<file path="config.mk">
export PLATFORM = sky130hd
export DESIGN_NAME = bfu_blend
export DESIGN_NICKNAME = d
export VERILOG_FILES = /design/src/bfu_pkg.sv /design/src/bfu_blend.sv
export SDC_FILE = /design/constraint.sdc
export NUM_CORES = 2
export LEC_CHECK = 0
export BUFFER_PORTS_ARGS = -buffer_cell sky130_fd_sc_hd__buf_2
export CAP_MARGIN = 20
export CELL_PAD_IN_SITES_DETAIL_PLACEMENT = 0
export CELL_PAD_IN_SITES_GLOBAL_PLACEMENT = 1
export CORE_MARGIN = 1.5
export CORE_UTILIZATION = 43
export CTS_BUF_LIST = sky130_fd_sc_hd__clkbuf_16
export CTS_CLUSTER_DIAMETER = 50
export CTS_CLUSTER_SIZE = 12
export DETAILED_ROUTE_END_ITERATION = 16
export GPL_ROUTABILITY_DRIVEN = 1
export HOLD_SLACK_MARGIN = 0.05
export PLACE_DENSITY = 0.73
export SLEW_MARGIN = 10
export SYNTH_ARGS = -nofsm -noshare
export SYNTH_HDL_FRONTEND = slang
export SYNTH_SLANG_ARGS = --single-unit
</file>
<file path="constraint.sdc">
create_clock -name i_clk -period 24.2 [get_ports i_clk]
set_clock_uncertainty 0.2 [all_clocks]
set_input_delay 2.42 -clock i_clk [delete_from_list [all_inputs] [get_ports i_clk]]
set_output_delay 2.42 -clock i_clk [all_outputs]
set_load 0.005 [all_outputs]
</file>
<file path="src/bfu_pkg.sv">
// Shared constants and types of the bilinear frame upscaler.
package bfu_pkg;

    localparam int COORD_W    = 12;
    localparam int PIX_W      = 24;
    localparam int OUT_W      = 32;
    localparam int SIZE_W     = 13;
    localparam int WGT_W      = 8;
    localparam int POS_W      = COORD_W + 16;
    localparam int PROD_W     = 26;
    localparam int NUM_W      = 44;
    localparam int DIV_BITS   = 4;
    localparam int DIV_STAGES = NUM_W / DIV_BITS;
    localparam int MAP_LAT    = DIV_STAGES + 2;

    localparam int SRC_W_DEF = 640;
    localparam int SRC_H_DEF = 480;

    localparam logic [SIZE_W-1:0] OUT_WIDTH_RST  = 13'd640;
    localparam logic [SIZE_W-1:0] OUT_HEIGHT_RST = 13'd480;
    localparam logic [7:0]        ALPHA          = 8'hFF;

    localparam logic CFG_OUT_WIDTH  = 1'b0;
    localparam logic CFG_OUT_HEIGHT = 1'b1;

    localparam logic CMD_WRITE = 1'b0;
    localparam logic CMD_READ  = 1'b1;

    typedef struct packed {
        logic               cmd;
        logic [COORD_W-1:0] cx;
        logic [COORD_W-1:0] cy;
        logic [PIX_W-1:0]   px;
    } t_item;

    typedef struct packed {
        logic             cmd;
        logic             x0p;
        logic             y0p;
        logic             x1p;
        logic             y1p;
        logic [WGT_W-1:0] wx;
        logic [WGT_W-1:0] wy;
    } t_side;

endpackage

</file>
<file path="src/bfu_blend.sv">
// Two-stage bilinear blend: horizontal lerps, then the vertical lerp.
module bfu_blend import bfu_pkg::*; (
    input  logic             i_clk,
    input  logic             i_en,
    input  logic [PIX_W-1:0] i_tl,
    input  logic [PIX_W-1:0] i_tr,
    input  logic [PIX_W-1:0] i_bl,
    input  logic [PIX_W-1:0] i_br,
    input  logic [WGT_W-1:0] i_wx,
    input  logic [WGT_W-1:0] i_wy,
    output logic [PIX_W-1:0] o_pix
);

    function automatic logic [PIX_W-1:0] lerp(logic [PIX_W-1:0] a, logic [PIX_W-1:0] b,
                                             logic [WGT_W-1:0] t);
        logic [PIX_W-1:0] r;
        logic [8:0]       s;
        logic [16:0]      sum;
        s = 9'd256 - {1'b0, t};
        for (int c = 0; c < 3; c++) begin
            sum = 17'(a[8*c +: 8]) * 17'(s) + 17'(b[8*c +: 8]) * 17'(t);
            r[8*c +: 8] = sum[15:8];
        end
        return r;
    endfunction

    logic [PIX_W-1:0] r_top;
    logic [PIX_W-1:0] r_bot;
    logic [WGT_W-1:0] r_wy;
    logic [PIX_W-1:0] r_pix;

    always_ff @(posedge i_clk) begin
        if (i_en) begin
            r_top <= lerp(i_tl, i_tr, i_wx);
            r_bot <= lerp(i_bl, i_br, i_wx);
            r_wy  <= i_wy;
            r_pix <= lerp(r_top, r_bot, r_wy);
        end
    end

    assign o_pix = r_pix;

endmodule
</file>
==> flow_metrics.py <==
metrics = {
    "worst_setup_path": {
        "crit_path_max_incr_delay_ns": 0.54,
        "critPathLaunchType": "primary input",
        "end_kind": "flip-flop",
        "critical_path.most_common_cell": "fa_1",
        "path_max_fanout": 50,
        "path_class": "in2reg",
        "critical_path_required_ns": 24.11,
        "cp_slowest_cell": "buf_4",
        "crit_arrival_ns": 9.58,
        "rr_worst_depth": 22,
        "path_cells": "buf_2, buf_4, inv_1, ha_2, nor3b_4, nand2_1, xor2_4, buf_4, nand2_1, fa_1, fa_1, inv_1, fa_1, fa_1, fa_1, inv_1, fa_1, inv_1, ha_1, a21o_1, a21oi_1, nand3_1, a2111oi_0, nor3b_2",
    },
    "clock_tree": {
        "clk_pin_slew_ns": 0.08,
        "clockRootBuffer": "clkbuf_16",
        "cts_hold_buf": 0,
        "numCtsBuffers": 9,
        "cts.repair.resized": 0,
        "clock_path_buffers": 2,
        "post_cts_buffers": 0,
        "cts_tree": "built",
        "cts.sinks": 80,
        "h-tree-depth": 3,
        "clock_latency_ns": 0.39,
    },
    "logic_synthesis": {
        "yosys.cell_count.top_type": "inv_1",
        "synth_cells": 4537,
        "yosys.area.top_type": "fa_1",
        "synth_ff_type": "edfxtp_1",
        "yosysWarnings": 0,
        "synth.distinct_cells": 58,
        "yosys-top-cells-count": "inv_1, fa_1, and2_1, ha_1, nand2_1",
        "synth.area.top_cells": "fa_1, ha_1, and2_1",
        "syn_nets": 6093,
        "synthArstFlopShare_pct": 0,
        "synthesis.area_um2": 41800,
        "synth_seq_cells": 80,
        "seq_area_frac_synth_pct": 5.74,
        "synth_edf_count": 80,
        "avgSynthCellArea_um2": 9.22,
        "synth_top_cell_area_share_pct": 43.1,
    },
    "floorplanning": {
        "die_h_um": 315,
        "num_rows": 114,
        "start_util_pct": 43.3,
        "ios": 138,
        "core-area_um2": 96600,
        "chipWidth_um": 315,
        "dieArea_um2": 99100,
    },
    "placed_design": {
        "numPortBuffers": 137,
        "place.gp.congestion": 0.834,
        "dp_hpwl_mm": 82.8,
        "placed_cell_area_um2": 43900,
    },
    "layout": {
        "area_growth_pct": 5.69,
        "final_nets": 6108,
        "stdcell_area_um2": 44200,
        "multi_input_area_um2": 34400,
        "register_area_um2": 2400,
        "drive_above_1_share_pct": 4.85,
        "fillers": 9437,
    },
    "global_route": {
        "grt_max_degree": 55,
        "overflow": 0,
        "grt_pass1_vias": 30800,
        "grt_usage_pct": 21.8,
        "antenna_found_initial": 24,
        "grt_pass1_wl_mm": 168,
    },
    "run_status": {
        "outcome": "finished, final reports clean",
    },
    "sta": {
        "finalSetupTns_ns": 0,
        "rsz0062_at_grt": "false",
        "drv_slew": 0,
        "finalSetupViolations": 0,
        "timing.final.crit_share_pct": 40.0,
        "tightest_slew_ns": 1.03,
        "min_period_ns": 9.68,
        "hold_ws_ns": 0.877,
        "final_hold_viol_count": 0,
        "max_freq_mhz": 103,
        "slew_headroom_pct": 31.6,
    },
    "detailed_routing": {
        "final_antenna_net_count": 0,
        "vias": 28600,
        "wire_per_inst_um": 17.6,
        "drt_iter0_markers": 1281,
        "firstDrtPassIters": 5,
        "wl_mm": 103,
        "drc": 0,
        "via_per_inst": 4.91,
    },
    "run": {
        "maxCapViolCount": 0,
    },
    "hold_path": {
        "hold_depth": 3,
        "hp-class": "reg2reg",
    },
}
-- worst max-delay path, delay by kind of cell --
family	cells	cell delay, ns
fa+ha+maj	8	3.47
buf+inv	7	1.22
compound gates	3	0.91
simple gates	5	1.03
xor+xnor	1	0.49
-- flip-flops by register name, summed over array words and instances, names as in the netlist --
| register | count |
|---|---|
| r_top | 24 |
| r_wy | 8 |
| r_bot | 24 |
| o_pix | 24 |
-- per-stage QoR --
stage	setup WS, ns	std cells	utilization (%)
2_1_floorplan	14.86	4537	-
3_3_place_gp	14.28	5817	45.4
3_5_place_dp	14.11	5817	45.4
4_1_cts	14.54	5833	45.8
5_1_grt	14.02	5834	45.8
6_report	14.52	5837	45.8
-- layout make-up --
type / count / share of cell area, %
clock inverter: 7 / 0.215
antenna: 4 / 0.0226
multi-input combinational: 3095 / 77.9
tap: 1276 / 3.61
clock buffer: 9 / 0.510
timing repair buffer: 171 / 2.14
inverter: 1195 / 10.1
sequential: 80 / 5.44
-- path summary, 6_finish.rpt --
| kind | startpoint | endpoint | slack [ns] |
|---|---|---|---|
| hold reg to reg | r_top[23] | o_pix[23] | 0.88 |
| setup reg to reg | r_wy[0] | o_pix[23] | 16.50 |
| hold / removal | r_top[23] | o_pix[23] | 0.88 |
| setup / recovery | i_wx[1] | r_bot[7] | 14.52 |
-- layout by cell type (no fill, tap or decap), types with 5 or more instances in the layout --
master and n:
ha_1 541, nand2_1 513, a21oi_1 39, fa_1 900, a31oi_1 12, buf_2 135, nand4_1 19, clkbuf_16 9
buf_4 36, a211oi_1 7, edfxtp_1 80, a22oi_1 5, xnor2_1 81, xnor2_2 6, o21a_1 9, nor3_1 15
xor2_1 28, a21o_1 17, o21ai_0 30, nor2_1 29, nand3_1 16, and3_1 11, and2_1 730, o211ai_1 6
inv_1 1196, nand2b_1 7
-- per-layer routing --
metal  share of wire [%]  track usage (%)  vias to the layer above  routed length (µm)
met5                0.18                0                        -                 184
met4                 1.5             3.77                       28                1530
met3                 5.1             3.65                      121                5240
met2                  49             37.9                      535               50300
met1                  44             28.9                    14700               45300
li1                    -                -                    13300                   -
-- cell families (layout without fill, tap and decap cells) --
kind of cell | after synthesis | in the layout | share of synthesized area [%]
AND/OR/NAND/NOR | 1367 | 1367 | 17.3
other | 0 | 4 | 0
AO/OA/AOI/OAI | 159 | 159 | 2.51
buffers and inverters | 1362 | 1382 | 12.3
adder cells (fa/ha/maj) | 1442 | 1442 | 59.3
XOR/XNOR | 127 | 127 | 2.86
flip-flops | 80 | 80 | 5.74
Power is not shown: default switching activity piles up to over one toggle a cycle in this logic, so the estimate is an artifact.
