## src/bfu_pkg.sv

```systemverilog
// Shared constants and types of the bilinear frame upscaler.
package bfu_pkg;

    localparam int COORD_W    = 12;
    localparam int PIX_W      = 24;
    localparam int OUT_W      = 32;
    localparam int SIZE_W     = 13;
    localparam int WGT_W      = 8;
    localparam int POS_W      = COORD_W + 16;
    localparam int PROD_W     = 26;
    localparam int NUM_W      = 44;
    localparam int DIV_BITS   = 4;
    localparam int DIV_STAGES = NUM_W / DIV_BITS;
    localparam int MAP_LAT    = DIV_STAGES + 2;

    localparam int SRC_W_DEF = 640;
    localparam int SRC_H_DEF = 480;

    localparam logic [SIZE_W-1:0] OUT_WIDTH_RST  = 13'd640;
    localparam logic [SIZE_W-1:0] OUT_HEIGHT_RST = 13'd480;
    localparam logic [7:0]        ALPHA          = 8'hFF;

    localparam logic CFG_OUT_WIDTH  = 1'b0;
    localparam logic CFG_OUT_HEIGHT = 1'b1;

    localparam logic CMD_WRITE = 1'b0;
    localparam logic CMD_READ  = 1'b1;

    typedef struct packed {
        logic               cmd;
        logic [COORD_W-1:0] cx;
        logic [COORD_W-1:0] cy;
        logic [PIX_W-1:0]   px;
    } t_item;

    typedef struct packed {
        logic             cmd;
        logic             x0p;
        logic             y0p;
        logic             x1p;
        logic             y1p;
        logic [WGT_W-1:0] wx;
        logic [WGT_W-1:0] wy;
    } t_side;

endpackage

```

## src/bfu_map.sv

```systemverilog
// Pipelined coordinate mapper: output coordinate to clamped Q16 source position.
module bfu_map import bfu_pkg::*; #(
    parameter int SRC = SRC_W_DEF
) (
    input  logic               i_clk,
    input  logic               i_en,
    input  logic [COORD_W-1:0] i_coord,
    input  logic [SIZE_W-1:0]  i_size,
    output logic [POS_W-1:0]   o_pos
);

    typedef struct packed {
        logic [SIZE_W-1:0] rem;
        logic [NUM_W-1:0]  n;
    } t_div;

    localparam logic [NUM_W-1:0] HI   = NUM_W'(SRC - 1) << 16;
    localparam logic [NUM_W-1:0] HALF = NUM_W'(32768);

    function automatic t_div div_step(t_div a, logic [SIZE_W-1:0] d);
        t_div            r;
        logic [SIZE_W:0] w;
        r = a;
        for (int i = 0; i < DIV_BITS; i++) begin
            w = {r.rem, r.n[NUM_W-1]};
            if (w >= {1'b0, d}) begin
                r.rem = SIZE_W'(w - {1'b0, d});
                r.n   = {r.n[NUM_W-2:0], 1'b1};
            end else begin
                r.rem = w[SIZE_W-1:0];
                r.n   = {r.n[NUM_W-2:0], 1'b0};
            end
        end
        return r;
    endfunction

    t_div              r_div [DIV_STAGES+1];
    logic [SIZE_W-1:0] r_d   [DIV_STAGES+1];
    logic [PROD_W-1:0] n_prod;
    logic [NUM_W-1:0]  n_q;
    logic [NUM_W-1:0]  n_t;
    logic [POS_W-1:0]  n_pos;
    logic [POS_W-1:0]  r_pos;

    assign n_prod = PROD_W'({i_coord, 1'b1}) * PROD_W'(SRC);

    always_ff @(posedge i_clk) begin
        if (i_en) begin
            r_div[0].rem <= '0;
            r_div[0].n   <= NUM_W'({n_prod, 15'b0});
            r_d[0]       <= (i_size == '0) ? SIZE_W'(1) : i_size;
        end
    end

    for (genvar k = 1; k <= DIV_STAGES; k++) begin : g_div
        always_ff @(posedge i_clk) begin
            if (i_en) begin
                r_div[k] <= div_step(r_div[k-1], r_d[k-1]);
                r_d[k]   <= r_d[k-1];
            end
        end
    end

    always_comb begin
        n_q = r_div[DIV_STAGES].n;
        n_t = n_q - HALF;
        if (n_q < HALF) begin
            n_pos = '0;
        end else if (n_t > HI) begin
            n_pos = POS_W'(HI);
        end else begin
            n_pos = n_t[POS_W-1:0];
        end
    end

    always_ff @(posedge i_clk) begin
        if (i_en) begin
            r_pos <= n_pos;
        end
    end

    assign o_pos = r_pos;

endmodule

```

## config.mk

```make
export PLATFORM = sky130hd
export DESIGN_NAME = bfu_map
export DESIGN_NICKNAME = d
export VERILOG_FILES = /design/src/bfu_pkg.sv /design/src/bfu_map.sv
export SDC_FILE = /design/constraint.sdc
export NUM_CORES = 2
export LEC_CHECK = 0
export BUFFER_PORTS_ARGS = -buffer_cell sky130_fd_sc_hd__buf_4
export CELL_PAD_IN_SITES_DETAIL_PLACEMENT = 0
export CELL_PAD_IN_SITES_GLOBAL_PLACEMENT = 2
export CORE_MARGIN = 2
export CORE_UTILIZATION = 46
export CTS_BUF_LIST = sky130_fd_sc_hd__clkbuf_8 sky130_fd_sc_hd__clkbuf_16
export DETAILED_ROUTE_END_ITERATION = 6
export GPL_ROUTABILITY_DRIVEN = 0
export GPL_TIMING_DRIVEN = 0
export PLACE_DENSITY = 0.93
export SLEW_MARGIN = 5
export SYNTH_ARGS = -nofsm -noshare
export SYNTH_HDL_FRONTEND = slang
export SYNTH_SLANG_ARGS = --single-unit
```

## constraint.sdc

```tcl
create_clock -name i_clk -period 16.1 [get_ports i_clk]
set_input_delay 1.61 -clock i_clk [delete_from_list [all_inputs] [get_ports i_clk]]
set_output_delay 1.61 -clock i_clk [all_outputs]
set_load 0.01 [all_outputs]
```

==> qor.txt <==
Run status -> finished with violations
Failing checks -> DRC
Synth warn -> 0
Core Area -> 107000 sq um
Routed vias/inst -> 5.63
Post-Synthesis Cells -> 5009
Final worst path period need -> 13.02 ns
Worst-case clock buffer depth -> 3
Routed WL -> 122000 microns
Hold Crit Class -> reg2reg
Top-area cell type share of the netlist area -> 37.7%
Largest net degree at the start of global routing -> 129
Final TNS setup -> 0 ns
CTS tree -> built
Worst-path clk slew -> 0.07 ns
Share of the clock period used by the worst path -> 80.9%
Initial Util -> 46.3%
EDFF count, synth -> 623
Worst skew pair latency -> 0.66 ns
Standard-cell row count -> 120
Sequential share of the synthesized area -> 37.7%
Final slew viol count -> 0
Total number of vias -> 37200
Cts-stage hold buffer count -> 0
Cell variety after synth -> 96
# IOs -> 55
Setup Skew -> 0.0351 ns
Mapped Area -> 49600 sq um
Overall Global Routing Usage -> 21.7%
Placed cell count -> 6478
Critical Path End Type -> flop
Worst-path fanout max -> 10
Final #Nets -> 5759
Chip height -> 332 microns
Critical-path top delay cell -> edfxtp_1
Slew headroom -> 19.2%
Die area -> 110000 sq um
Slew @ Worst Pin -> 1.20 ns
Achievable frequency -> 0.0768 GHz
Synthesis-to-layout area growth -> 9.75%
Overflow after GRT -> 0
TritonCTS Buffers -> 74
CP peak stage delay -> 0.62 ns
Final cell count without fillers -> 6610
WP data required -> 16.48 ns
Core Util, Final -> 50.8%
ANT nets after route -> 0
Die width -> 332 microns
Post-CTS Setup Bufs -> 0
Final hold viol count -> 0
Root buf cell -> clkbuf_16
Unrepaired setup endpoints after global routing -> no
WL/cell -> 18.5 microns
#FFs+latches synth -> 623
CP arrival -> 13.40 ns
CTS sink count -> 623
Ant. Diodes -> 0
Post-route DRC -> 2
DRT iter0 DRCs -> 2494
Port bufs -> 54
Top cell by count, worst path -> o21ai_0
Post-synth ARST share -> 0%
Layout cells sized above 1 -> 9.85%
Global-route wire length before repair -> 193000 microns
Top post-synthesis cells by area -> edfxtp_1, ha_1, mux2_2
Number of setup violations in the final report -> 0
Syn Area/Cell -> 9.90 sq um
# resized after CTS -> 0
Critical setup path kind -> reg2reg
Vias in the first global route -> 35800
Ys flop type -> edfxtp_1
Max Cap Violations -> 0
Fillers -> 9873
Worst setup SP type -> flop
Yosys top cell by area -> edfxtp_1
Initial antenna violation count -> 0
Hpwl dp -> 95600 microns
H-tree depth -> 3
Pre-antenna DRT Iters -> 7
## cells in the mapped netlist, types with 19 or more instances
master	count
edfxtp_1	623
ha_1	560
nor2_1	430
a21oi_1	387
inv_1	330
nand2_1	306
o21ai_0	286
xnor2_1	259
mux2_2	241
a21o_1	146
xor2_1	142
nor3_1	122
nor2b_1	91
nand3_1	77
o21a_1	70
nand2b_1	68
clkbuf_1	64
nand4_1	63
and3_1	54
and2_1	46
o21bai_1	43
mux2i_1	36
a21boi_0	33
or3_1	33
o31ai_1	32
a31oi_1	30
nor4_1	30
a211oi_1	25
or2_2	25
a211o_1	23
a221o_1	22
fa_1	21
o211ai_1	21
o41ai_1	20
buf_2	19
## per-layer routing
layer  GRT usage, %  routed length, microns
met1           29.4                   57100
met2           36.7                   57500
met3           1.87                    3790
met4           7.07                    3710
met5              0                       0
## placed cells by master (no fill, tap or decap), types with 36 or more instances in the layout
cell type	instances
and2_1	46
nor3_1	122
nor2_1	430
a21oi_1	387
nand2_1	306
xor2_1	142
inv_1	338
and3_1	54
o21bai_1	43
clkbuf_1	64
xnor2_1	259
nand4_1	63
nand2b_1	68
mux2i_1	36
buf_4	56
a21o_1	146
clkbuf_16	74
o21ai_0	286
nor2b_1	91
mux2_2	241
ha_1	560
nand3_1	77
o21a_1	70
edfxtp_1	623
## path summary, 6_finish.rpt
check	startpoint	end	slack [ns]	depth (start not counted)
setup / recovery	r_d[4][1]	r_div[1][111]	3.08	46
hold / removal	r_div[2][63]	r_div[2][124]	0.38	0
setup reg to reg	r_d[4][1]	r_div[1][111]	3.08	46
hold reg to reg	r_div[2][63]	r_div[2][124]	0.38	0
## through the flow
stage               hold WS (ns)  instance area (sq um)  setup WS, ns
floorplan                  0.400                  49600          5.84
global placement           0.401                  51800          3.22
detailed placement         0.405                  51900          3.14
CTS                        0.375                  54400          3.08
global route               0.393                  54400          2.14
finish                     0.380                  54400          3.08
## critical path: cells and delay by family (launching register included)
kind | cells | cell delay, ns
mux | 1 | 0.37
simple gates | 5 | 0.51
flops | 1 | 0.62
compound gates | 29 | 7.87
fa+ha+maj | 4 | 1.43
buf+inv | 7 | 1.93
## cells by family after synthesis
group	Yosys count	synth area share, %
DFF	623	37.7
adders and majority gates	581	15.0
xor gates and xnor gates	401	7.08
other	1	0.00756
buffers and inverters	432	3.35
AOI/OAI and AO/OA	1298	17.0
and+or+nand+nor	1392	13.6
muxes	281	6.32
## sequential cells by signal, indices dropped and copies added (netlist names)
| signal | cells |
|---|---|
| r_div | 452 |
| o_pos | 28 |
| r_d | 143 |
## final cells by class
| cell class | count | area (sq um) | area share, % |
|---|---|---|---|
| Sequential cell | 623 | 18700 | 34.4 |
| Timing Repair Buffer | 60 | 558 | 1.03 |
| Tap cell | 1403 | 1760 | 3.23 |
| Inverter | 339 | 1270 | 2.34 |
| Buffer | 93 | 388 | 0.713 |
| Multi-Input combinational cell | 3960 | 29200 | 53.7 |
| Clock inverter | 58 | 641 | 1.18 |
| Clock buffer | 74 | 1850 | 3.40 |
Power is left out: the tool's default activity adds up to more than one toggle a clock period on the data nets, which glitch-free logic cannot reach.
